[config.mk]
export PLATFORM = sky130hd
export DESIGN_NAME = wav_stream_sample_decoder
export DESIGN_NICKNAME = d
export VERILOG_FILES = /design/src/hdl/wsd_pkg.sv /design/src/hdl/wav_stream_sample_decoder.sv
export SDC_FILE = /design/constraint.sdc
export NUM_CORES = 2
export LEC_CHECK = 0
export BUFFER_PORTS_ARGS = -buffer_cell sky130_fd_sc_hd__buf_2
export CORE_ASPECT_RATIO = 2
export CORE_UTILIZATION = 35
export CTS_BUF_LIST = sky130_fd_sc_hd__clkbuf_16
export CTS_CLUSTER_SIZE = 10
export DETAILED_ROUTE_END_ITERATION = 12
export SYNTH_ARGS = -nofsm -noshare
export SYNTH_HDL_FRONTEND = slang
export SYNTH_SLANG_ARGS = --single-unit
[constraint.sdc]
create_clock -name clk -period 20.9 [get_ports clk]
set_clock_uncertainty 0.05 [all_clocks]
set_input_delay 1.045 -clock clk [delete_from_list [all_inputs] [get_ports clk]]
set_output_delay 1.045 -clock clk [all_outputs]
set_load 0.1 [all_outputs]
[src/hdl/wsd_pkg.sv]
// ----------------------------------------------------------------------------
// WAV stream sample decoder package
// Shared widths, result and sample-format codes, tag words and small helpers.
// ----------------------------------------------------------------------------
package wsd_pkg;

	localparam int HEADER_BYTES = 44;

	localparam int IN_DATA_W  = 8;
	localparam int OUT_DATA_W = 144;
	localparam int OUT_USER_W = 2;

	typedef enum logic [1:0] {
		RK_HDR_OK      = 2'd0,
		RK_HDR_BAD     = 2'd1,
		RK_UNSUPPORTED = 2'd2,
		RK_SAMPLE      = 2'd3
	} result_kind_t;

	typedef enum logic [2:0] {
		SM_U8  = 3'd0,
		SM_S16 = 3'd1,
		SM_S24 = 3'd2,
		SM_S32 = 3'd3,
		SM_F32 = 3'd4
	} sample_mode_t;

	localparam logic [15:0] FMT_PCM   = 16'd1;
	localparam logic [15:0] FMT_FLOAT = 16'd3;

	// tag words as they sit in the stream, first byte lowest
	localparam logic [31:0] TAG_RIFF = 32'h4646_4952;
	localparam logic [31:0] TAG_WAVE = 32'h4556_4157;
	localparam logic [31:0] TAG_FMT  = 32'h2074_6D66;
	localparam logic [31:0] TAG_DATA = 32'h6174_6164;

	// ceil(2^33 / 3): floor(x / 3) == (x * RECIP3) >> 33 for any 32-bit x
	localparam logic [31:0] RECIP3 = 32'hAAAA_AAAB;

	// flag a header byte that sits inside a tag and differs from it
	function automatic logic tag_mismatch(input logic [5:0] pos, input logic [7:0] b);
		logic [31:0] word;
		logic        check;
		word  = '0;
		check = 1'b1;
		unique case (pos[5:2])
			4'd0:    word = TAG_RIFF;
			4'd2:    word = TAG_WAVE;
			4'd3:    word = TAG_FMT;
			4'd9:    word = TAG_DATA;
			default: check = 1'b0;
		endcase
		return check && (b != word[{pos[1:0], 3'b000} +: 8]);
	endfunction

	function automatic logic [2:0] bytes_per_sample(input sample_mode_t mode);
		logic [2:0] n;
		unique case (mode)
			SM_U8:   n = 3'd1;
			SM_S16:  n = 3'd2;
			SM_S24:  n = 3'd3;
			default: n = 3'd4;
		endcase
		return n;
	endfunction

endpackage

[src/hdl/wav_stream_sample_decoder.sv]
// ----------------------------------------------------------------------------
// WAV stream sample decoder
// Parses a 44-byte RIFF/WAVE PCM header from a byte stream and turns the
// following little-endian samples into saturated Q1.31 values.
// ----------------------------------------------------------------------------
// Feed the file one byte per beat, with tuser set on its first byte. A byte is
// taken in every cycle in which the capture register is free or drains, so the
// block keeps up with one byte per clock; the byte that completes a result beat
// puts it in the capture register, and it then moves to the output register. The
// rate is set by the capture stage: header tags, field bytes, the byte count
// and sample assembly are all handled at the edge that takes the byte, and the
// conversion to Q1.31 (shift-and-add scaling, float alignment) and the sample
// total (one 32x32 multiply for three-byte samples) fill the following stage.
// At the 44th header byte one status beat is given: header bad if any of the
// RIFF, WAVE, fmt or data tags differs, unsupported unless integer PCM at 8,
// 16, 24 or 32 bits or float at 32 bits, else ok with the header fields. After
// an ok header with a non-zero sample total, samples follow; the one that
// reaches the total carries tlast and the block then ignores bytes until the
// next start of file. A start-of-file byte restarts header capture at any time.
// ----------------------------------------------------------------------------
module wav_stream_sample_decoder (
	input  logic                              clk,
	input  logic                              arst_n,
	// input bytes
	input  logic                              s_axis_tvalid,
	output logic                              s_axis_tready,
	input  logic [wsd_pkg::IN_DATA_W-1:0]     s_axis_tdata,  // [7:0] data_byte
	input  logic [0:0]                        s_axis_tuser,  // [0] start_of_file
	// results
	output logic                              m_axis_tvalid,
	input  logic                              m_axis_tready,
	// [31:0] sample_value, [47:32] audio_format, [63:48] bits_per_sample,
	// [79:64] channel_count, [111:80] sample_rate, [143:112] sample_total
	output logic [wsd_pkg::OUT_DATA_W-1:0]    m_axis_tdata,
	output logic [wsd_pkg::OUT_USER_W-1:0]    m_axis_tuser,  // [1:0] result_kind
	output logic                              m_axis_tlast   // last_sample
);

	import wsd_pkg::*;

	// phase codes
	localparam logic [1:0] PH_IDLE    = 2'd0;
	localparam logic [1:0] PH_HEADER  = 2'd1;
	localparam logic [1:0] PH_SAMPLES = 2'd2;

	// header byte positions
	localparam logic [5:0] POS_LAST = 6'(HEADER_BYTES - 1);
	localparam logic [5:0] OFS_FMT  = 6'd20;
	localparam logic [5:0] OFS_CH   = 6'd22;
	localparam logic [5:0] OFS_RATE = 6'd24;
	localparam logic [5:0] OFS_BITS = 6'd34;
	localparam logic [5:0] OFS_SIZE = 6'd40;

	typedef struct packed {
		result_kind_t kind;
		sample_mode_t mode;
		logic         last;
		logic [31:0]  raw;   // assembled sample, or data chunk size on status
		logic [15:0]  fmt;
		logic [15:0]  bits;
		logic [15:0]  ch;
		logic [31:0]  rate;
	} capture_t;

	// ------------------------------------------------------------------
	// Handshake
	// ------------------------------------------------------------------
	logic     cap_valid_s1;
	capture_t cap_s1;
	logic     out_load;
	logic     in_acc;

	assign out_load      = cap_valid_s1 && (!m_axis_tvalid || m_axis_tready);
	assign s_axis_tready = !cap_valid_s1 || out_load;
	assign in_acc        = s_axis_tvalid && s_axis_tready;

	// ------------------------------------------------------------------
	// Capture stage: parse header, assemble samples
	// ------------------------------------------------------------------
	logic [1:0]   phase_q;
	logic [5:0]   hpos_q;
	logic         tag_bad_q;
	logic [1:0]   bis_q;
	logic [23:0]  partial_q;
	logic [31:0]  rem_q;        // data bytes still owed to whole samples
	sample_mode_t mode_q;
	logic [15:0]  fmt_q;
	logic [15:0]  bits_q;
	logic [15:0]  ch_q;
	logic [31:0]  rate_q;
	logic [23:0]  size_lo_q;

	logic [7:0]   din;
	logic         sof;
	logic [1:0]   phase_eff;
	logic [5:0]   hpos_eff;
	logic         tag_bad_d;
	logic         supported;
	sample_mode_t mode_d;
	logic [2:0]   hdr_bps;
	logic [31:0]  size_d;
	logic [2:0]   cur_bps;
	logic         smp_done;
	logic [31:0]  raw_d;
	logic [31:0]  rem_next;
	logic         smp_last;
	logic         cap_load;

	assign din = s_axis_tdata;
	assign sof = s_axis_tuser[0];

	// a start-of-file byte is header byte 0 whatever the phase
	assign phase_eff = sof ? PH_HEADER : phase_q;
	assign hpos_eff  = sof ? 6'd0 : hpos_q;

	assign tag_bad_d = ((hpos_eff != 6'd0) && tag_bad_q) || tag_mismatch(hpos_eff, din);

	always_comb begin
		supported = 1'b1;
		mode_d    = SM_S32;
		if (fmt_q == FMT_FLOAT && bits_q == 16'd32) begin
			mode_d = SM_F32;
		end else if (fmt_q == FMT_PCM && bits_q == 16'd8) begin
			mode_d = SM_U8;
		end else if (fmt_q == FMT_PCM && bits_q == 16'd16) begin
			mode_d = SM_S16;
		end else if (fmt_q == FMT_PCM && bits_q == 16'd24) begin
			mode_d = SM_S24;
		end else if (fmt_q == FMT_PCM && bits_q == 16'd32) begin
			mode_d = SM_S32;
		end else begin
			supported = 1'b0;
		end
	end

	assign hdr_bps = bytes_per_sample(mode_d);
	assign size_d  = {din, size_lo_q};

	assign cur_bps  = bytes_per_sample(mode_q);
	assign smp_done = (3'(bis_q) + 3'd1) >= cur_bps;
	assign raw_d    = {8'd0, partial_q} | (32'(din) << {bis_q, 3'b000});
	assign rem_next = rem_q - 32'(cur_bps);
	assign smp_last = rem_next < 32'(cur_bps);

	// a status or a whole sample goes into the capture register
	assign cap_load = in_acc && (((phase_eff == PH_HEADER) && (hpos_eff == POS_LAST)) ||
		((phase_eff == PH_SAMPLES) && smp_done));

	// control state
	always_ff @(posedge clk or negedge arst_n) begin
		if (!arst_n) begin
			phase_q      <= PH_IDLE;
			hpos_q       <= '0;
			tag_bad_q    <= 1'b0;
			bis_q        <= '0;
			partial_q    <= '0;
			rem_q        <= '0;
			cap_valid_s1 <= 1'b0;
		end else begin
			cap_valid_s1 <= cap_load || (cap_valid_s1 && !out_load);
			if (in_acc) begin
				unique case (phase_eff)
					PH_HEADER: begin
						tag_bad_q <= tag_bad_d;
						if (hpos_eff == POS_LAST) begin
							// header complete: emit status, arm sample phase if ok and a sample is owed
							hpos_q    <= '0;
							bis_q     <= '0;
							partial_q <= '0;
							rem_q     <= size_d;
							if (!tag_bad_d && supported && size_d >= 32'(hdr_bps)) begin
								phase_q <= PH_SAMPLES;
							end else begin
								phase_q <= PH_IDLE;
							end
						end else begin
							phase_q <= PH_HEADER;
							hpos_q  <= hpos_eff + 6'd1;
						end
					end
					PH_SAMPLES: begin
						if (smp_done) begin
							bis_q     <= '0;
							partial_q <= '0;
							rem_q     <= rem_next;
							if (smp_last) begin
								phase_q <= PH_IDLE;
							end
						end else begin
							bis_q     <= bis_q + 2'd1;
							partial_q <= partial_q | (24'(din) << {bis_q, 3'b000});
						end
					end
					default: begin
						// idle: drop the byte
					end
				endcase
			end
		end
	end

	// header fields and capture payload
	always_ff @(posedge clk) begin
		if (in_acc && phase_eff == PH_HEADER) begin
			unique case (hpos_eff)
				OFS_FMT:           fmt_q[7:0]        <= din;
				OFS_FMT + 6'd1:    fmt_q[15:8]       <= din;
				OFS_CH:            ch_q[7:0]         <= din;
				OFS_CH + 6'd1:     ch_q[15:8]        <= din;
				OFS_RATE:          rate_q[7:0]       <= din;
				OFS_RATE + 6'd1:   rate_q[15:8]      <= din;
				OFS_RATE + 6'd2:   rate_q[23:16]     <= din;
				OFS_RATE + 6'd3:   rate_q[31:24]     <= din;
				OFS_BITS:          bits_q[7:0]       <= din;
				OFS_BITS + 6'd1:   bits_q[15:8]      <= din;
				OFS_SIZE:          size_lo_q[7:0]    <= din;
				OFS_SIZE + 6'd1:   size_lo_q[15:8]   <= din;
				OFS_SIZE + 6'd2:   size_lo_q[23:16]  <= din;
				default: begin
				end
			endcase
			if (hpos_eff == POS_LAST) begin
				mode_q      <= mode_d;
				cap_s1.mode <= mode_d;
				cap_s1.last <= 1'b0;
				cap_s1.raw  <= size_d;
				cap_s1.fmt  <= fmt_q;
				cap_s1.bits <= bits_q;
				cap_s1.ch   <= ch_q;
				cap_s1.rate <= rate_q;
				if (tag_bad_d) begin
					cap_s1.kind <= RK_HDR_BAD;
				end else if (!supported) begin
					cap_s1.kind <= RK_UNSUPPORTED;
				end else begin
					cap_s1.kind <= RK_HDR_OK;
				end
			end
		end
		if (in_acc && phase_eff == PH_SAMPLES && smp_done) begin
			cap_s1.kind <= RK_SAMPLE;
			cap_s1.mode <= mode_q;
			cap_s1.last <= smp_last;
			cap_s1.raw  <= raw_d;
		end
	end

	// ------------------------------------------------------------------
	// Output stage: scale to Q1.31, sample total
	// ------------------------------------------------------------------
	logic        neg;
	logic [32:0] mag;
	logic [33:0] q;
	logic [7:0]  fexp;
	logic [23:0] fman;
	logic [2:0]  flsh;
	logic [4:0]  frsh;
	logic [24:0] fhalf;
	logic [31:0] value;
	logic [63:0] prod;
	logic [31:0] total;

	assign fexp = cap_s1.raw[30:23];
	assign fman = {1'b1, cap_s1.raw[22:0]};
	assign flsh = 3'(fexp - 8'd119);
	assign frsh = 5'(8'd119 - fexp);
	assign fhalf = {fman, 1'b0} >> frsh;

	// magnitude scaled by 2^31 / (2^n - 1): shift-and-add plus a rounded tail; float aligned by its exponent
	always_comb begin
		neg = 1'b0;
		mag = '0;
		q   = '0;
		unique case (cap_s1.mode)
			SM_U8: begin
				neg = cap_s1.raw[7:0] < 8'd128;
				mag = neg ? 33'(8'd128 - cap_s1.raw[7:0]) : 33'(cap_s1.raw[7:0] - 8'd128);
				q   = (34'(mag) << 24) + (34'(mag) << 17) + (34'(mag) << 10)
					+ (34'(mag) << 3) + ((34'(mag) + 34'd8) >> 4);
			end
			SM_S16: begin
				neg = cap_s1.raw[15];
				mag = neg ? 33'(17'h1_0000 - 17'(cap_s1.raw[15:0])) : 33'(cap_s1.raw[15:0]);
				q   = (34'(mag) << 16) + (34'(mag) << 1) + ((34'(mag) + 34'h2000) >> 14);
			end
			SM_S24: begin
				neg = cap_s1.raw[23];
				mag = neg ? 33'(25'h100_0000 - 25'(cap_s1.raw[23:0])) : 33'(cap_s1.raw[23:0]);
				q   = (34'(mag) << 8) + ((34'(mag) + 34'h4000) >> 15);
			end
			SM_S32: begin
				neg = cap_s1.raw[31];
				mag = neg ? (33'h1_0000_0000 - 33'(cap_s1.raw)) : 33'(cap_s1.raw);
				q   = 34'(mag) + ((34'(mag) + 34'h4000_0000) >> 31);
			end
			SM_F32: begin
				neg = cap_s1.raw[31];
				priority if (fexp == 8'hFF) begin
					// NaN gives zero, infinity saturates
					q = (cap_s1.raw[22:0] != 23'd0) ? 34'd0 : 34'h1_0000_0000;
				end else if (fexp == 8'd0) begin
					q = '0;
				end else if (fexp >= 8'd127) begin
					q = 34'h1_0000_0000;
				end else if (fexp >= 8'd119) begin
					q = 34'(fman) << flsh;
				end else if (fexp >= 8'd94) begin
					q = 34'((26'(fhalf) + 26'd1) >> 1);
				end else begin
					q = '0;
				end
			end
			default: begin
				q = '0;
			end
		endcase
	end

	// saturate to the signed 32-bit range
	always_comb begin
		if (neg) begin
			value = (q >= 34'h8000_0000) ? 32'h8000_0000 : 32'(34'd0 - q);
		end else begin
			value = (q > 34'h7FFF_FFFF) ? 32'h7FFF_FFFF : q[31:0];
		end
	end

	assign prod = {32'd0, cap_s1.raw} * {32'd0, RECIP3};

	always_comb begin
		unique case (cap_s1.mode)
			SM_U8:   total = cap_s1.raw;
			SM_S16:  total = {1'b0, cap_s1.raw[31:1]};
			SM_S24:  total = {1'b0, prod[63:33]};
			default: total = {2'b00, cap_s1.raw[31:2]};
		endcase
	end

	always_ff @(posedge clk or negedge arst_n) begin
		if (!arst_n) begin
			m_axis_tvalid <= 1'b0;
		end else if (out_load) begin
			m_axis_tvalid <= 1'b1;
		end else if (m_axis_tready) begin
			m_axis_tvalid <= 1'b0;
		end
	end

	always_ff @(posedge clk) begin
		if (out_load) begin
			m_axis_tuser <= cap_s1.kind;
			unique case (cap_s1.kind)
				RK_SAMPLE: begin
					m_axis_tlast <= cap_s1.last;
					m_axis_tdata <= {112'd0, value};
				end
				RK_HDR_OK: begin
					m_axis_tlast <= 1'b0;
					m_axis_tdata <= {total, cap_s1.rate, cap_s1.ch, cap_s1.bits,
						cap_s1.fmt, 32'd0};
				end
				default: begin
					// bad or unsupported header: status only
					m_axis_tlast <= 1'b0;
					m_axis_tdata <= '0;
				end
			endcase
		end
	end

endmodule
## After elaboration in Yosys (flattened, before gate mapping)

Index checks and enable logic that the tools add are counted.

| word-level totals | value |
|---|---|
| flip-flop bits (word level) | 441 |
| input port bits | 13 |
| output and inout bits | 149 |
| word-level logic and storage cells | 228 |

| operators by class | value |
|---|---|
| add/sub/neg operators | 25 |
| multipliers | 1 |
| $lt $le $gt $ge | 9 |
| equal/unequal tests | 39 |
| shift operators | 5 |
| multiplexer cells | 54 |
| bitwise operators | 2 |
| reductions and logical operators | 60 |

Operators with widths:

| operator | count |
|---|---|
| $pmux W144 S2 | 1 |
| $mux W116 | 2 |
| $pmux W34 S5 | 1 |
| $mux W33 | 5 |
| $mux W32 | 5 |
| $add A34 B34 Y34 | 4 |
| $mux W34 | 4 |
| $pmux W31 S4 | 1 |
| $pmux W32 S3 | 1 |
| $mul A32 B32 Y64 const B | 1 |
| $pmux W32 S2 | 1 |
| $eq A6 B5 Y1 const B | 8 |
| $mux W24 | 2 |
| $pmux W24 S2 | 1 |
| $eq A6 B6 Y1 const B | 6 |
| $mux W36 | 1 |
| $add A33 B14 Y34 const B | 1 |
| $add A33 B15 Y34 const B | 1 |
| $add A33 B3 Y34 | 1 |
| $add A33 B31 Y34 const B | 1 |
| $add A33 B4 Y34 const B | 1 |
| $add A34 B19 Y34 | 1 |
| $add A34 B20 Y34 | 1 |
| $add A34 B30 Y34 | 1 |
| 66 further kinds | 143 |

## Longest topological paths before layout

| depth | value |
|---|---|
| depth in word-level cells | 13 |
| gate-level depth with buffers | 32 |
| depth with buffers taken out | 28 |

## Worst setup path before layout

OpenSTA, ideal clock, no wires.

| timing path | value |
|---|---|
| path kind | reg-to-reg |
| start point | reg cap_s1[103] in the netlist's numbering |
| end point | reg m_axis_tdata[129] in the netlist's numbering (data pin) |
| arrival time | 8.371 ns |
| path slack | 12.224 ns |
| cell stages (with the launch flop) | 33 |
| path buffers | 5 |
| clock period less this slack | 8.676 ns |
| path through | edfxtp_1 -> buf_2 -> inv_2 -> buf_1 -> buf_1 -> clkbuf_1 -> buf_1 -> fa_1 -> inv_1 -> fa_1 -> inv_1 -> fa_1 -> inv_1 -> fa_1 -> fa_1 -> fa_1 -> inv_1 -> fa_1 -> inv_1 -> ha_1 -> a21o_1 -> a21o_1 -> a211oi_1 -> o211ai_1 -> nor2_1 -> a21oi_1 -> nor2_1 -> a2111oi_0 -> o31a_1 -> o21a_1 -> o21ai_0 -> a211oi_1 -> o21a_1 |

| on the way | value |
|---|---|
| longest elaborated chain between the ends | 3 |

RTL lines:

| element | line | text |
|---|---|---|
| start, declared | wav_stream_sample_decoder.sv:69 | `capture_t cap_s1;` |
| $mul A32 B32 Y64 | wav_stream_sample_decoder.sv:328 | `assign prod = {32'd0, cap_s1.raw} * {32'd0, RECIP3};` |
| $pmux W32 S3 | wav_stream_sample_decoder.sv:331 | `unique case (cap_s1.mode)` |
| $pmux W144 S2 | wav_stream_sample_decoder.sv:352 | `unique case (cap_s1.kind)` |
| end signal, assigned | wav_stream_sample_decoder.sv:355 | `m_axis_tdata <= {112'd0, value};` |
| end signal, assigned | wav_stream_sample_decoder.sv:359 | `m_axis_tdata <= {total, cap_s1.rate, cap_s1.ch, cap_s1.bits,` |
| end, declared | wav_stream_sample_decoder.sv:34 | `output logic [wsd_pkg::OUT_DATA_W-1:0] m_axis_tdata,` |

No other way between the ends.
A chain may end at the register's enable or synchronous reset.

## Worst setup path after layout

| timing path | value |
|---|---|
| start point | reg cap_s1[82] in the netlist's numbering |
| end point | reg m_axis_tdata[129] in the netlist's numbering (data pin) |

The elaborated chain is that of the path after synthesis.

==> impl_metrics.ini <==
[outcome]
outcome = completed

[synth]
post_synth_inst_count = 4706
yosys_register_bits = 441
postSynth.asyncResetShare = 0.156
dominantRegCellSynth = sky130_fd_sc_hd__edfxtp_1
post_synth.cell_area_avg_um2 = 9.72
synth_edf_count = 370
syn_area_um2 = 45800
yosysUniqueCellTypes = 102
yosys_warnings = 0
synth.yosys.seq_area_share = 0.281

[global_routing]
overflow = 0
antenna_found_initial = 9
number_of_global_route_vias_before_repair = 39800
maximum_number_of_pins_on_one_net_before_global_route_repair = 95
global_route_wire_length_before_repair_um = 297000
total_global_route_track_usage = 0.323

[die]
fp.dieH_um = 513
floorplan.initialDensity = 0.352
floorplan.core_area_um2 = 130000
ios = 162
die_x_um = 258
design.die.area_um2 = 132000
std_cell_rows = 187

[timing]
measured_slew_at_the_worst_slew_check_pin_ps = 1450
relSlewSlack = 0.0262
period_minus_slack_ps = 10120
max_clock_freq_ghz = 0.0988
hold_viol_final = 0
timing.setup.tns_ps = 0
finalSetupViolations = 0
period_share = 0.484
pins_over_their_slew_limit = 0
hold-worst-slack_ps = 350
rsz0062_at_grt = no

[clock_network]
clkSinkCount = 441
cts_tree = done
cts-resized-gates = 0
cts-root-buf = sky130_fd_sc_hd__clkbuf_16
clock_path_buffers = 3
post-cts-setup-buffer-count = 0
tritoncts.num_buffers = 51
clk_pin_slew_worst_paths_ps = 80
cts_hold_repair.buffers = 0
htree_num_levels = 2
worst_skew_pair.late_latency_ps = 660

[drt]
wirelength_um = 213000
remaining_drc_errors = 0
drt-vias-per-instance = 5.83
detail-route-antenna-nets = 0
wire_per_inst_um = 32.4
drt_pass1_iterations = 6
dr.first_iter.drc_count = 2994
vias = 38300

[worst_setup_path]
arrival_time_of_data_at_the_critical_path_endpoint_ps = 10580
cp_max_delay_cell = sky130_fd_sc_hd__ha_1
timing.critical_path.required_ps = 21370
crit_path_start_kind = register
timing.reg2reg.worst_path_depth = 28
cp_top_family = adder cells
worst-path-stages = 28
critical_path.max_fanout = 18
cp-end-kind = register
critical_path.n_buffers_inverters = 6
critical_path.max_stage_delay_ps = 820
critical-path-top-cell-by-count = sky130_fd_sc_hd__fa_1
setup.worst_path.class = reg2reg

[pwr]
power_density_nw_per_um2 = 39.8
ir_worst_vdd_v = 0.0000720
p_leak_nw = 21.8
total_power_w = 0.00200

[placed_design]
place.port_buffers = 161
gp_congestion = 1.06
dp.final_hpwl_um = 167000

[run]
max-cap-violations = 0

[layout]
final_core_utilization = 0.388
area_delta_synth_final_pct = 10.1
fin_nets = 5701
layout-drive-gt1-share = 0.0972

[hold_path]
timing.hold.worst_path_depth = 0
worst_hold_path_type = reg2reg
## cells in the mapped netlist, types with 35 or more instances
| cell | instances | share of area |
|---|---|---|
| sky130_fd_sc_hd__a31oi_1 | 35 | 0.0048 |
| sky130_fd_sc_hd__nand2b_1 | 45 | 0.0062 |
| sky130_fd_sc_hd__mux2i_1 | 70 | 0.015 |
| sky130_fd_sc_hd__ha_1 | 455 | 0.12 |
| sky130_fd_sc_hd__a21oi_1 | 289 | 0.032 |
| sky130_fd_sc_hd__inv_1 | 669 | 0.055 |
| sky130_fd_sc_hd__o22ai_1 | 42 | 0.0057 |
| sky130_fd_sc_hd__and2_1 | 133 | 0.018 |
| sky130_fd_sc_hd__or3_1 | 35 | 0.0048 |
| sky130_fd_sc_hd__nor2_1 | 258 | 0.021 |
| sky130_fd_sc_hd__xor2_1 | 53 | 0.010 |
| sky130_fd_sc_hd__dfrtp_1 | 69 | 0.038 |
| sky130_fd_sc_hd__a21o_1 | 42 | 0.0069 |
| sky130_fd_sc_hd__a211oi_1 | 36 | 0.0059 |
| sky130_fd_sc_hd__o21ai_0 | 187 | 0.020 |
| sky130_fd_sc_hd__nand2_1 | 300 | 0.025 |
| sky130_fd_sc_hd__nor3_1 | 105 | 0.011 |
| sky130_fd_sc_hd__xnor2_1 | 144 | 0.028 |
| sky130_fd_sc_hd__nor2b_1 | 39 | 0.0053 |
| sky130_fd_sc_hd__nand4_1 | 47 | 0.0064 |
| sky130_fd_sc_hd__clkbuf_1 | 183 | 0.015 |
| sky130_fd_sc_hd__nor4_1 | 57 | 0.0078 |
| sky130_fd_sc_hd__edfxtp_1 | 370 | 0.24 |
| sky130_fd_sc_hd__nand3_1 | 85 | 0.0093 |
| sky130_fd_sc_hd__fa_1 | 398 | 0.17 |
## logic make-up after synthesis
kind of cell,count (synthesis),synth area share
compound gates,916,0.129
buf+inv,915,0.0762
mux,123,0.0352
flops,441,0.281
simple gates,1258,0.142
fa+ha+maj,854,0.299
xor+xnor,197,0.0377
other cells,2,0.000164
## registers in the layout, summed over array words and instances (netlist names), 2 cells and up
| signal | flops |
|---|---|
| size_lo_q | 24 |
| mode_q | 3 |
| bis_q | 2 |
| rate_q | 32 |
| fmt_q | 16 |
| partial_q | 24 |
| phase_q | 2 |
| ch_q | 16 |
| bits_q | 16 |
| rem_q | 32 |
| hpos_q | 6 |
| cap_s1 | 118 |
| m_axis_tuser | 2 |
| m_axis_tdata | 144 |
## routing by layer
metal	up-vias	share of wire	global-route usage	routed length (um)
met5	-	0.00016	0.000370	34
met4	6	0.14	0.376	30500
met3	929	0.060	0.0701	12800
met2	1916	0.51	0.576	109000
met1	18800	0.28	0.275	60600
li1	16600	-	-	-
## final timing paths
check	start	endpoint	slack [ps]
max	cap_s1[82]	m_axis_tdata[129]	10780
min	ch_q[15]	cap_s1[47]	350
max reg2reg	cap_s1[82]	m_axis_tdata[129]	10780
min reg2reg	ch_q[15]	cap_s1[47]	350
max in group asynchronous	arst_n	rem_q[20]	19560
min in group asynchronous	arst_n	cap_valid_s1	600
## report_power, final
part / internal (W) / total (W) / switching [W]
logic: 0.0000658 / 0.000195 / 0.000129
registers: 0.000963 / 0.000983 / 0.0000194
clock network: 0.000438 / 0.000825 / 0.000387
## layout make-up
type,instances,area [um^2]
flip-flops and latches,441,12900
clock buffers,51,1280
well taps,1701,2130
multi-input cells,3372,29600
inverters,681,2560
diodes,5,12.5
clock inverters,32,181
fillers,12900,79500
repair buffers,288,1770
## through the flow
step | instance area, um^2 | std cells | setup WS (ps)
2_1_floorplan | 45800 | 4728 | 12220
3_3_place_gp | 48900 | 6480 | 11340
3_5_place_dp | 48900 | 6481 | 11350
4_1_cts | 50300 | 6564 | 11240
5_1_grt | 50400 | 6567 | 10600
6_report | 50400 | 6571 | 10780
## cells in the final DEF, fill, tap and decap left out, drive strengths merged, types with 38 or more instances in the layout
cell type  count
ha           455
o21ai        196
a21o          42
and2         135
clkbuf        52
nor2b         39
o22ai         42
nand2b        45
mux2i         70
nor4          61
xor2          53
nor2         258
inv          699
buf          286
edfxtp       370
nand4         48
a21oi        289
nor3         106
nand2        300
a211oi        38
nand3         86
xnor2        144
dfrtp         69
fa           398
Note: power is estimated with default switching activity, not from simulation.
